--- config.mk ---
export PLATFORM = sky130hd
export DESIGN_NAME = qrs_div_cell
export DESIGN_NICKNAME = d
export VERILOG_FILES = /design/src/rtl/core/qrs_pkg.sv /design/src/rtl/core/qrs_div_cell.sv
export SDC_FILE = /design/constraint.sdc
export NUM_CORES = 1
export LEC_CHECK = 0
export BUFFER_PORTS_ARGS = -buffer_cell sky130_fd_sc_hd__buf_2
export CORE_MARGIN = 2
export CORE_UTILIZATION = 25
export CTS_CLUSTER_SIZE = 30
export DETAILED_ROUTE_END_ITERATION = 8
export PLACE_DENSITY_LB_ADDON = 0.25
export SYNTH_ARGS = -nofsm -noshare
export SYNTH_HDL_FRONTEND = slang
export SYNTH_SLANG_ARGS = --single-unit
--- constraint.sdc ---
create_clock -name clock -period 8 [get_ports clock]
set_input_delay 1.6 -clock clock [delete_from_list [all_inputs] [get_ports clock]]
set_output_delay 1.6 -clock clock [all_outputs]
set_load 0.1 [all_outputs]
--- src/rtl/core/qrs_pkg.sv ---
// ---------------------------------------------------------------------------
// Quadratic root solver package
// Result kinds, fixed output scaling and the flags carried down the pipeline.
// ---------------------------------------------------------------------------
package qrs_pkg;

   localparam int OUT_FRAC_BITS = 16;
   localparam int OUT_WIDTH     = 32;
   localparam int MAX_EFF_WIDTH = 30;

   typedef enum logic [1:0] {
      KIND_TWO_REAL   = 2'd0,
      KIND_DOUBLE     = 2'd1,
      KIND_COMPLEX    = 2'd2,
      KIND_DEGENERATE = 2'd3
   } kind_type;

   typedef struct packed {
      logic zero;
      logic cplx;
      logic neg1;
      logic neg2;
   } flags_type;

endpackage

--- src/rtl/core/qrs_div_cell.sv ---
// ---------------------------------------------------------------------------
// Quadratic root solver divider cell
// One restoring division step for both quotient lanes against a shared divisor.
// ---------------------------------------------------------------------------
module qrs_div_cell #(
   parameter int NMW = 34,
   parameter int DVW = 17
) (
   input  logic               clock,
   input  logic               reset,
   input  logic               adv,
   input  logic               in_valid,
   input  logic [NMW-1:0]     in_num [2],
   input  logic [DVW:0]       in_rem [2],
   input  logic [DVW-1:0]     in_div,
   input  qrs_pkg::flags_type in_flags,
   output logic               out_valid,
   output logic [NMW-1:0]     out_num [2],
   output logic [DVW:0]       out_rem [2],
   output logic [DVW-1:0]     out_div,
   output qrs_pkg::flags_type out_flags
);
   import qrs_pkg::*;

   logic           valid_ff;
   logic [NMW-1:0] num_ff [2];
   logic [NMW-1:0] num_in [2];
   logic [DVW:0]   rem_ff [2];
   logic [DVW:0]   rem_in [2];
   logic [DVW-1:0] div_ff;
   flags_type      flags_ff;

   for (genvar l = 0; l < 2; l++) begin : g_lane
      logic [DVW:0] sh;
      logic         ge;
      always_comb begin
         sh        = {in_rem[l][DVW-1:0], in_num[l][NMW-1]};
         ge        = sh >= {1'b0, in_div};
         rem_in[l] = ge ? sh - {1'b0, in_div} : sh;
         num_in[l] = {in_num[l][NMW-2:0], ge};
      end
   end

   always_ff @(posedge clock) begin
      if (reset) begin
         valid_ff <= 1'b0;
      end else if (adv) begin
         valid_ff <= in_valid;
      end
   end

   always_ff @(posedge clock) begin
      if (adv) begin
         num_ff   <= num_in;
         rem_ff   <= rem_in;
         div_ff   <= in_div;
         flags_ff <= in_flags;
      end
   end

   assign out_valid = valid_ff;
   assign out_num   = num_ff;
   assign out_rem   = rem_ff;
   assign out_div   = div_ff;
   assign out_flags = flags_ff;
endmodule

==> impl_metrics.csv <==
group,metric,value,unit
detailed_routing,ant_nets,0,
worst_setup_path,startpoint,"in_div[5]",
synth,ys_warn_count,0,
clocking,cts_hold_buf,0,
sta,finalSetupViolations,0,
pwr,leakagePower,3.53,nW
clocking,clock_path_buffers,2,
sta,final.setup.tns,0,ps
flow_run,cap_violations,0,
die,core_area,23500,um2
global_route,track_usage,13.6,%
die,dieWidth,159,um
worst_setup_path,worstSetupPathType,"input pin to register",
global_route,use_met2,24.2,%
detailed_routing,wirelength,17.2,mm
synth,synth.cell_area,6000,um2
detailed_routing,detail_route.wl_per_cell,16.7,um
synth,postSynthCellCount,436,
place,gp_congestion,0.773,
worst_setup_path,crit_chain,"buf_2 > inv_1 > ha_1 > nand3_1 > nor4_1 > nor3b_2 > a21oi_4 > mux2_2",
synth,synth_edf_count,125,
detailed_routing,drt_drc_violations_left,0,
clocking,clk_pin_slew,60,ps
hold_path,hold_path.class,"register to register",
synth,synth_common_cells,"edfxtp_1 (125), a21oi_1 (38), ha_1 (34)",
layout,area_growth,37.0,%
detailed_routing,drtIter0Drc,211,
place,io_buffers,252,
synth,async_flop_share,0,%
global_route,grt_pass1_vias,4421,
global_route,met1_usage,15.5,%
global_route,grt.busiest_layer,"met2",
synth,syn_nets,601,
pwr,power_density,298,nW/um2
worst_setup_path,endpoint,"out_rem[27]$_DFFE_PP_",
sta,slew_headroom,36.6,%
sta,period_needed,4000,ps
clocking,cts_setup_buffers,0,
place,placedCellCount,997,
clocking,cts_root_buf,"clkbuf_16",
worst_setup_path,reg2reg_slack,7410,ps
synth,yosysTopAreaCellShare,62.6,%
synth,ys_seq_area_share,62.9,%
worst_setup_path,reg2reg_from,"out_valid$_SDFFE_PP0P_",
global_route,grt_use_met3,4.26,%
synth,synth-seq-cells,126,
global_route,grt_overflow,0,
layout,fillers,2428,
worst_setup_path,reg2reg_depth,2,
sta,fmax,0.250,GHz
layout,final_cells,1030,
worst_setup_path,critPathSlowestCell,"a21oi_4",
layout,seq_area,3770,um2
place,dp_hpwl,13.4,mm
worst_setup_path,worstPathArrival,4150,ps
synth,yosysTopAreaCell,"edfxtp_1",
global_route,grt_pass1_wl,26.0,mm
sta,rsz0062_at_grt,"no",
detailed_routing,via_count,4477,
layout,nets,862,
clocking,cts_made_buffers,17,
worst_setup_path,crit_path_start_kind,"input pin",
global_route,grt_max_degree,72,
detailed_routing,first_pass_iters,6,
synth,synthFlopType,"edfxtp_1",
worst_setup_path,path_max_fanout,28,
detailed_routing,drt-vias-per-instance,4.35,
clocking,cts.sinks,126,
sta,slew_violations,0,
sta,finalClockSkew,0,ps
pwr,vdd_drop_max,127,uV
clocking,clock_latency,410,ps
layout,multi_input_area,2060,um2
die,die_h,159,um
synth,synth_most_common_cell,"edfxtp_1",
worst_setup_path,critPathMaxStageDelay,680,ps
worst_setup_path,required,8150,ps
worst_setup_path,endpoint_kind,"register",
place,place_area,7600,um2
run_status,status,"completed",
clocking,cts_tree,"built",
pwr,p_total,2.45,mW
sta,worst-slew-pin-transition,951,ps
sta,hold_viol_final,0,
clocking,cts_resized,0,
synth,synthTopCellsByArea,"edfxtp_1 (63%), ha_1 (7.1%), a21oi_1 (3.2%)",
die,io_pins,255,
layout,drive_above_1_share,43.9,%
clocking,htreeDepth,4,
global_route,antenna_found_initial,3,
die,die-area,25200,um2
layout,finish.instance_area,8210,um2
sta,period_share,50.0,%
worst_setup_path,reg2reg_to,"out_valid$_SDFFE_PP0P_",
synth,syn_avg_cell_area,13.8,um2
die,start_util,25.5,%
synth,synth.distinct_cells,58,
die,rows,56,
## per-stage QoR
step / setup slack (ps) / hold WS, ps / util, %
3_5_place_dp: 3540 / 485 / 32.3
3_3_place_gp: 3520 / 475 / 32.3
4_1_cts: 3970 / 503 / 34.9
2_1_floorplan: 4250 / 971 / -
6_report: 4000 / 496 / 34.9
5_1_grt: 3850 / 524 / 34.9
## how the worst min path moves through the flow
stage,slack [ps],end,cells past startpoint,startpoint
after floorplan,970,out_valid$_SDFFE_PP0P_,2,out_valid$_SDFFE_PP0P_
after global placement,480,out_valid$_SDFFE_PP0P_,2,out_valid$_SDFFE_PP0P_
after detailed placement,490,out_valid$_SDFFE_PP0P_,2,out_valid$_SDFFE_PP0P_
after CTS,500,out_valid$_SDFFE_PP0P_,2,out_valid$_SDFFE_PP0P_
after global routing,520,out_valid$_SDFFE_PP0P_,2,out_valid$_SDFFE_PP0P_
final,500,out_valid$_SDFFE_PP0P_,2,out_valid$_SDFFE_PP0P_
## flip-flops by register name (all words and copies together) (netlist names)
register and cells:
out_div 17, out_flags 4, out_num 68, out_rem 36, out_valid 1
## metal layers
metal	routed length [um]	vias to the layer above
met1	6960	2106
met3	1130	16
met5	27	-
li1	-	2177
met2	8820	174
met4	221	4
## report_power, final
part | leakage [nW] | internal [mW] | switching, mW
Sequential | 1.23 | 0.811 | 0.0161
Clock | 0.298 | 0.499 | 0.312
Combinational | 2.00 | 0.156 | 0.658
## cell type report
cell class	count	area share (%)
antenna	1	0.0305
timing repair buffer	253	15.5
clock buffer	18	5.22
tap	319	4.86
clock inverter	14	2.21
sequential	126	45.9
multi-input combinational	272	25.0
inverter	27	1.23
## layout by cell type (no fill, tap or decap), drive strengths merged, types with 10 or more instances in the layout
cell,netlist,layout
nand2,21,21
edfxtp,125,125
clkbuf,3,18
xnor2,19,19
a21o,10,10
ha,34,34
inv,27,34
a21oi,42,42
buf,8,253
o21ai,16,16
nor2,32,32
mux2,19,19
## critical path, delay by kind of cell
family | cells | cell delay (ps)
fa+ha+maj | 1 | 370
simple gates | 3 | 890
buf+inv | 2 | 190
compound gates | 1 | 680
mux | 1 | 420
## cell families after synthesis
family                     count (synthesis)  synth area share, %
xor gates and xnor gates                  26                 3.80
AOI/OAI and AO/OA                        103                 11.8
adders and majority gates                 36                 7.76
and+or+nand+nor                           86                 6.99
DFF                                      126                 62.9
muxes                                     21                 3.90
buffers and inverters                     38                 2.78
Note: power is estimated with default switching activity, not from simulation.
