**config.mk**
```make
export PLATFORM = sky130hd
export DESIGN_NAME = qrs_sqrt_cell
export DESIGN_NICKNAME = d
export VERILOG_FILES = /design/src/rtl/core/qrs_pkg.sv /design/src/rtl/core/qrs_sqrt_cell.sv
export SDC_FILE = /design/constraint.sdc
export NUM_CORES = 1
export LEC_CHECK = 0
export ABC_AREA = 1
export BUFFER_PORTS_ARGS = -buffer_cell sky130_fd_sc_hd__buf_2
export CAP_MARGIN = 15
export CORE_MARGIN = 2
export CORE_UTILIZATION = 44
export DETAILED_ROUTE_END_ITERATION = 16
export PLACE_DENSITY = 0.75
export SLEW_MARGIN = 25
export SYNTH_ARGS = -nofsm -noshare
export SYNTH_HDL_FRONTEND = slang
export SYNTH_SLANG_ARGS = --single-unit
export TNS_END_PERCENT = 30
```
**constraint.sdc**
```tcl
create_clock -name clock -period 2.2 [get_ports clock]
set_input_delay 0.22 -clock clock [delete_from_list [all_inputs] [get_ports clock]]
set_output_delay 0.22 -clock clock [all_outputs]
set_load 0.05 [all_outputs]
```
**src/rtl/core/qrs_pkg.sv**
```systemverilog
// ---------------------------------------------------------------------------
// Quadratic root solver package
// Result kinds, fixed output scaling and the flags carried down the pipeline.
// ---------------------------------------------------------------------------
package qrs_pkg;

   localparam int OUT_FRAC_BITS = 16;
   localparam int OUT_WIDTH     = 32;
   localparam int MAX_EFF_WIDTH = 30;

   typedef enum logic [1:0] {
      KIND_TWO_REAL   = 2'd0,
      KIND_DOUBLE     = 2'd1,
      KIND_COMPLEX    = 2'd2,
      KIND_DEGENERATE = 2'd3
   } kind_type;

   typedef struct packed {
      logic zero;
      logic cplx;
      logic neg1;
      logic neg2;
   } flags_type;

endpackage

```
**src/rtl/core/qrs_sqrt_cell.sv**
```systemverilog
// ---------------------------------------------------------------------------
// Quadratic root solver square root cell
// One restoring step of the integer square root, with its operands passed on.
// ---------------------------------------------------------------------------
module qrs_sqrt_cell #(
   parameter int SQW = 17,
   parameter int EW  = 16
) (
   input  logic                  clock,
   input  logic                  reset,
   input  logic                  adv,
   input  logic                  in_valid,
   input  logic [2*SQW-1:0]      in_rad,
   input  logic [SQW+1:0]        in_rem,
   input  logic [SQW-1:0]        in_root,
   input  logic signed [EW-1:0]  in_a,
   input  logic signed [EW-1:0]  in_b,
   input  qrs_pkg::flags_type    in_flags,
   output logic                  out_valid,
   output logic [2*SQW-1:0]      out_rad,
   output logic [SQW+1:0]        out_rem,
   output logic [SQW-1:0]        out_root,
   output logic signed [EW-1:0]  out_a,
   output logic signed [EW-1:0]  out_b,
   output qrs_pkg::flags_type    out_flags
);
   import qrs_pkg::*;

   logic                 valid_ff;
   logic [2*SQW-1:0]     rad_ff, rad_in;
   logic [SQW+1:0]       rem_ff, rem_in, rem_sh, trial;
   logic [SQW-1:0]       root_ff, root_in;
   logic signed [EW-1:0] a_ff, b_ff;
   flags_type            flags_ff;
   logic                 ge;

   always_comb begin
      rem_sh  = {in_rem[SQW-1:0], in_rad[2*SQW-1 -: 2]};
      trial   = {in_root, 2'b01};
      ge      = rem_sh >= trial;
      rem_in  = ge ? rem_sh - trial : rem_sh;
      root_in = {in_root[SQW-2:0], ge};
      rad_in  = in_rad << 2;
   end

   always_ff @(posedge clock) begin
      if (reset) begin
         valid_ff <= 1'b0;
      end else if (adv) begin
         valid_ff <= in_valid;
      end
   end

   always_ff @(posedge clock) begin
      if (adv) begin
         rad_ff   <= rad_in;
         rem_ff   <= rem_in;
         root_ff  <= root_in;
         a_ff     <= in_a;
         b_ff     <= in_b;
         flags_ff <= in_flags;
      end
   end

   assign out_valid = valid_ff;
   assign out_rad   = rad_ff;
   assign out_rem   = rem_ff;
   assign out_root  = root_ff;
   assign out_a     = a_ff;
   assign out_b     = b_ff;
   assign out_flags = flags_ff;
endmodule

```
==> key figures, run 1 <==
Status
  • Status: completed

GRT
  • Pin count of the biggest net entering global routing: 38
  • GRT overflow: 0
  • Number of global-route vias before repair: approximately 3,800
  • Initial antenna violation count: 3
  • First-pass GRT wire length: 19.4 mm
  • Gr usage total: 0.218

Clock tree
  • TritonCTS clock tree: yes
  • H-tree depth: 3
  • Clock Tree Buf Depth: 2
  • Root Driver: clkbuf_8
  • Worst-Skew Late Latency: 0.36 ns
  • Clk slew on worst S/H paths: 0.10 ns
  • Clk sinks: 105
  • Cts bufs inserted: 9
  • Post-CTS Setup Bufs: 0

Timing
  • Setup Skew: 0 ns
  • Final hold violation count: 0
  • RSZ-0062 raised after global routing: false
  • Slew HR: 0.462
  • TNS Setup: 0 ns
  • # setup viols final: 0
  • Final worst path period need: 1.77 ns
  • Period utilization: 0.804
  • Worst-Margin Slew: 0.807 ns
  • Achievable Freq: 565 MHz
  • Final count of pins violating max slew: 0

Critical path
  • WP data arrival: roughly 2.0 ns
  • CP startpoint kind: input pin
  • WP data required: roughly 2.4 ns
  • R2R setup slack: between 1.5 and 2 ns
  • Crit-path max FO: 18
  • CP endpoint kind: flip-flop
  • Setup CP Type: in -> reg

Place
  • Port bufs: approximately 210
  • Placed cell area: 6120 µm²
  • DP Wirelength: 10.1 mm
  • GPL Wtd Cong: 0.869

Final layout
  • P&R area growth vs syn: 32.7%
  • Share of cells above drive strength 1: 0.439
  • Cell area after layout: 6480 µm²
  • Final net count: 782

Route
  • First-pass DRT Iterations: 4
  • Vias per std cell: 4.80
  • Drt drc: 0
  • Starting DRT DRC Count: 189
  • Vias post-DR: 3,840
  • Routed Antenna Nets: 0
  • Final wirelength: 13.2 mm
  • DR WL/cell: about 17 µm

Logic synthesis
  • Ranking of synthesized cells by area: edfxtp_1, nand2_1, ha_1
  • Synth top area share: 0.639
  • EDFF count, synth: 104
  • Most common cell in the netlist: nand2_1
  • Synth Register Bits: 105
  • Ys async rst share: 0
  • Post-Syn Area: around 5000 µm²
  • Synth cell count leaders: nand2_1, edfxtp_1, inv_1, nand3_1
  • Top_reg_cell synth: edfxtp_1
  • Leading area contributor after synthesis: edfxtp_1
  • Syn_area_per_cell: 11.7 µm²
  • Yosys warnings: 0
  • Synth cell types: 31
  • Sequential fraction of the synthesis area: 0.643
  • Cells after Synth: roughly 420

Die
  • Std cell rows: 38
  • DIE HEIGHT: 109 µm
  • Die area: 12,000 µm²
  • Boundary Pins: 217
  • Chip width: 109 µm
  • Total core area: about 11,000 µm²
  • Initial core utilization: 0.451

Power and ir drop
  • Leak Pwr: 3.08 nW
  • Power Density: 815 nW/µm²
  • Worst vdd ir: 0.394 mV

Worst hold path
  • Hold WC Path Type: in -> reg

Job
  • Max cap viols: 0
==> power by group <==
part | internal (W) | total [W] | leakage [nW] | switching (W)
Sequential | 0.00241 | 0.00245 | 1.03 | 0.0000426
Clock | 0.000654 | 0.00135 | 0.110 | 0.000693
Combinational | 0.000378 | 0.00149 | 1.94 | 0.00111
==> path summary, 6_finish.rpt <==
check             startpoint     endpoint  cells past startpoint
hold / removal       in_a[5]     out_a[5]                      1
setup / recovery  in_rem[13]  out_rem[12]                      8
setup reg to reg   out_valid    out_valid                      2
hold reg to reg    out_valid    out_valid                      2
==> metal layers <==
layer  track usage  vias to the layer above  routed length, µm
met3        0.0522                       45               1040
met5             0                        -                 10
li1              -                     1872                  -
met2         0.385                      169               6660
met4         0.131                        2                620
met1         0.237                     1752               4910
==> stage by stage <==
step                      hold slack (ns)  power [W]  utilization  setup slack [ns]  std cells
final                              0.0156    0.00528        0.598             0.430        800
after global routing             0.000418    0.00550        0.598             0.314        800
after CTS                        0.000123    0.00532        0.595             0.439        795
after detailed placement            0.379    0.00397        0.565            0.0456        769
after global placement              0.380    0.00394        0.565            0.0815        769
after floorplan                     0.292    0.00355            -             0.534        417
==> registers in the layout (all words and copies together) (netlist names) <==
signal and count:
out_b 16, out_rad 32, out_a 16, out_rem 19, out_valid 1, out_flags 4
out_root 17
==> placed cells by master (no fill, tap or decap), types with 2 or more instances in the layout <==
| master | netlist | layout |
|---|---|---|
| conb_1 | 1 | 2 |
| nand2_2 | 10 | 10 |
| o21ai_1 | 2 | 2 |
| xor2_1 | 8 | 8 |
| clkbuf_8 | 0 | 9 |
| a21oi_1 | 11 | 11 |
| bufinv_16 | 0 | 2 |
| nor3_1 | 3 | 3 |
| dlygate4sd3_1 | 0 | 13 |
| nand3_1 | 21 | 21 |
| nor2_4 | 2 | 2 |
| diode_2 | 0 | 2 |
| ha_1 | 19 | 19 |
| nand3b_1 | 7 | 7 |
| nor2_1 | 16 | 16 |
| nand3_2 | 19 | 19 |
| o21ai_0 | 2 | 2 |
| inv_6 | 0 | 2 |
| nor2_2 | 7 | 7 |
| nand2_1 | 113 | 113 |
| inv_2 | 11 | 11 |
| nand2_4 | 2 | 2 |
| buf_2 | 0 | 211 |
| edfxtp_1 | 104 | 104 |
| inv_1 | 43 | 43 |
| buf_4 | 3 | 6 |
==> kinds of logic (layout without fill, tap and decap cells) <==
group | count (synthesis) | after routing | share of synthesized area
fa+ha+maj | 19 | 19 | 0.0487
xor+xnor | 9 | 9 | 0.0161
other cells | 1 | 4 | 0.000768
compound gates | 19 | 19 | 0.0264
flops | 105 | 105 | 0.643
simple gates | 202 | 202 | 0.209
mux | 1 | 1 | 0.00205
buf+inv | 60 | 301 | 0.0538
==> cell type report <==
type                            count  area [µm²]
Antenna cell                        2        5.00
Clock buffer                        9         124
Clock inverter                      7         100
Fill cell                         934        4360
Inverter                           54         203
Multi-Input combinational cell    252        1480
Sequential cell                   105        3140
Tap cell                          140         175
Timing Repair Buffer              231        1250
==> timing repair <==
item                                   in CTS  in global routing
endpoints found under the hold margin      10                  3
gates resized for setup                     0                  0
hold buffers                               10                  3
==> critical path, cell delays in order <==
cell and delay, ns:
buf_2 0.11, ha_1 0.37, nand2_2 0.13, nor2_1 0.06, and2_4 0.18, a31oi_4 0.66
nand3_1 0.16, nand2_1 0.11
Power figures use the tool's default switching activity.
==> inputs of run 2 (changes only) <==
Settings changed: CORE_UTILIZATION 44 to 43, PLACE_DENSITY 0.75 to 0.77.
Clock period 2.2 ns to 1.6 ns, I/O delays scaled along.
==> run 2 against run 1 <==
Via count up 16%. Clock skew unchanged. Total power up 52%. Critical path depth up 2. Wire length up 21%. Hold slack worse by 0.010 ns. Cell count up 15%. Combinational power up 62%. Sequential cell count unchanged. Utilization up 11 points. Critical endpoint unchanged.
==> key figures, run 2 (same netlist as run 1, synthesis figures left out) <==
Worst hold path
  • Hold WC Path Type: in -> reg (unchanged)

Final layout
  • Final net count: 903 (was 782)
  • Most common cell after layout, fill and taps aside: buf_2 (unchanged)
  • Max FFs per register: 32 (unchanged)
  • Share of cells above drive strength 1: 0.449 (was 0.439)
  • P&R area growth vs syn: 58.1% (was 32.7%)
  • Final core occ: 0.703 (was 0.598)
  • Commonest non-fill, non-tap cells in the layout: buf_2, nand2_1, edfxtp_1 (unchanged)
  • Fill count: 750 (was 934)

Critical path
  • Setup CP Type: in -> reg (unchanged)
  • CP startpoint kind: input pin (unchanged)
  • CP endpoint kind: flip-flop (unchanged)
  • WP data required: 1.71 ns (was 2.43 ns)
  • Crit-path max FO: 18 (unchanged)
  • WP data arrival: 1.60 ns (was 2.00 ns)

Timing
  • Final count of pins violating max slew: 0 (unchanged)
  • # setup viols final: 0 (unchanged)
  • Worst setup margin: 0.112 ns (was 0.430 ns)
  • Period utilization: 0.930
  • Final hold violation count: 0 (unchanged)
  • Final worst path period need: 1.49 ns
  • Achievable Freq: 672 MHz
  • Setup Skew: 0 ns (unchanged)
  • Tightest hold margin: 0.00530 ns (was 0.0156 ns)

Place
  • GPL Wtd Cong: 0.917 (was 0.869)
  • DP Wirelength: 10.3 mm (was 10.1 mm)
  • Pre-CTS setup slack: -0.273 ns (was 0.0456 ns)
  • Port bufs: 212 (unchanged)

Job
  • Max cap viols: 0 (unchanged)

Die
  • Total core area: 11,000 µm² (was 10,800 µm²)
  • Initial core utilization: 0.445 (was 0.451)
  • Boundary Pins: 217 (unchanged)
  • DIE HEIGHT: 111 µm (was 109 µm)
  • Chip width: 111 µm (was 109 µm)
  • Std cell rows: 38 (unchanged)
  • Die area: 12,200 µm² (was 12,000 µm²)

GRT
  • First-pass GRT wire length: 24.6 mm (was 19.4 mm)
  • GRT overflow: 0 (unchanged)
  • Gr usage total: 0.261 (was 0.218)
  • Number of global-route vias before repair: 4,528 (was 3,836)
  • Pin count of the biggest net entering global routing: 32 (was 38)
  • Initial antenna violation count: 2 (was 3)

Route
  • First-pass DRT Iterations: 4 (unchanged)
  • Final wirelength: 16.1 mm (was 13.2 mm)
  • DR WL/cell: 17.4 µm (was 16.6 µm)
  • Drt drc: 0 (unchanged)
  • Vias per std cell: 4.83 (was 4.80)
  • Vias post-DR: 4,448 (was 3,840)
  • Routed Antenna Nets: 0 (unchanged)
  • Starting DRT DRC Count: 292 (was 189)

Power and ir drop
  • Power Density: 1040 nW/µm² (was 815 nW/µm²)
  • Power Total: 0.00802 W (was 0.00528 W)
  • Leak Pwr: 3.66 nW (was 3.08 nW)
  • Worst vdd ir: 0.710 mV (was 0.394 mV)

Clock tree
  • Clk sinks: 105 (unchanged)
  • Post-CTS Setup Bufs: 0 (unchanged)
  • Cts bufs inserted: 9 (unchanged)
  • Root Driver: clkbuf_16 (was clkbuf_8)
  • TritonCTS clock tree: yes (unchanged)
  • Worst-Skew Late Latency: 0.34 ns (was 0.36 ns)
  • Clock Tree Buf Depth: 2 (unchanged)
  • H-tree depth: 3 (unchanged)
  • Clk slew on worst S/H paths: 0.08 ns (was 0.10 ns)

Status
  • Status: completed (unchanged)
run 2: timing repair:
action,4_1_cts,5_1_grt
endpoints found under the hold margin,81,0
resized for setup,0,6
setup endpoints to repair,0,19
hold buffers,81,0
run 2: cell type report:
type / count / area, µm² / share of cell area
repair buffers: 352 / 2380 / 0.308
inverters: 54 / 203 / 0.0262
flip-flops and latches: 105 / 3140 / 0.407
well taps: 140 / 175 / 0.0227
multi-input cells: 252 / 1520 / 0.197
clock inverters: 7 / 72.6 / 0.00939
diodes: 1 / 2.50 / 0.000324
clock buffers: 9 / 225 / 0.0292
run 2: routing by layer:
layer,up-vias,global-route usage,part of all wire
li1,2119,-,-
met1,2098,0.293,0.39
met2,185,0.465,0.51
met3,46,0.0642,0.057
met4,0,0.124,0.042
met5,-,0,0
run 2: power breakdown:
group	leakage, nW	internal, W	switching, W
Sequential	1.03	0.00331	0.0000705
Combinational	2.49	0.000779	0.00163
Clock	0.146	0.00110	0.00112
run 2: worst paths after layout:
kind                      end         from  slack (ns)  cells past startpoint
setup reg to reg    out_valid    out_valid        0.99                      2
hold / removal    out_root[8]   in_root[7]       0.005                      1
setup / recovery  out_rem[12]  in_root[12]        0.11                     10
hold reg to reg     out_valid    out_valid        0.55                      2
run 2: worst max-delay path, stage by stage:
cell and delay (ns):
buf_2 0.09, inv_1 0.04, ha_1 0.38, nand2_2 0.08, nor2_1 0.19, and2_4 0.22
a31oi_4 0.09, buf_12 0.17, nand3_1 0.09, nand2_1 0.06
run 2: stage by stage:
step	instance area, µm²	TNS, ns	cells
6_report	7720	0	920
5_1_grt	7720	-0.00958	920
4_1_cts	7690	0	919
3_5_place_dp	6580	-4.67	822
3_3_place_gp	6580	-4.41	822
2_1_floorplan	4890	0	417
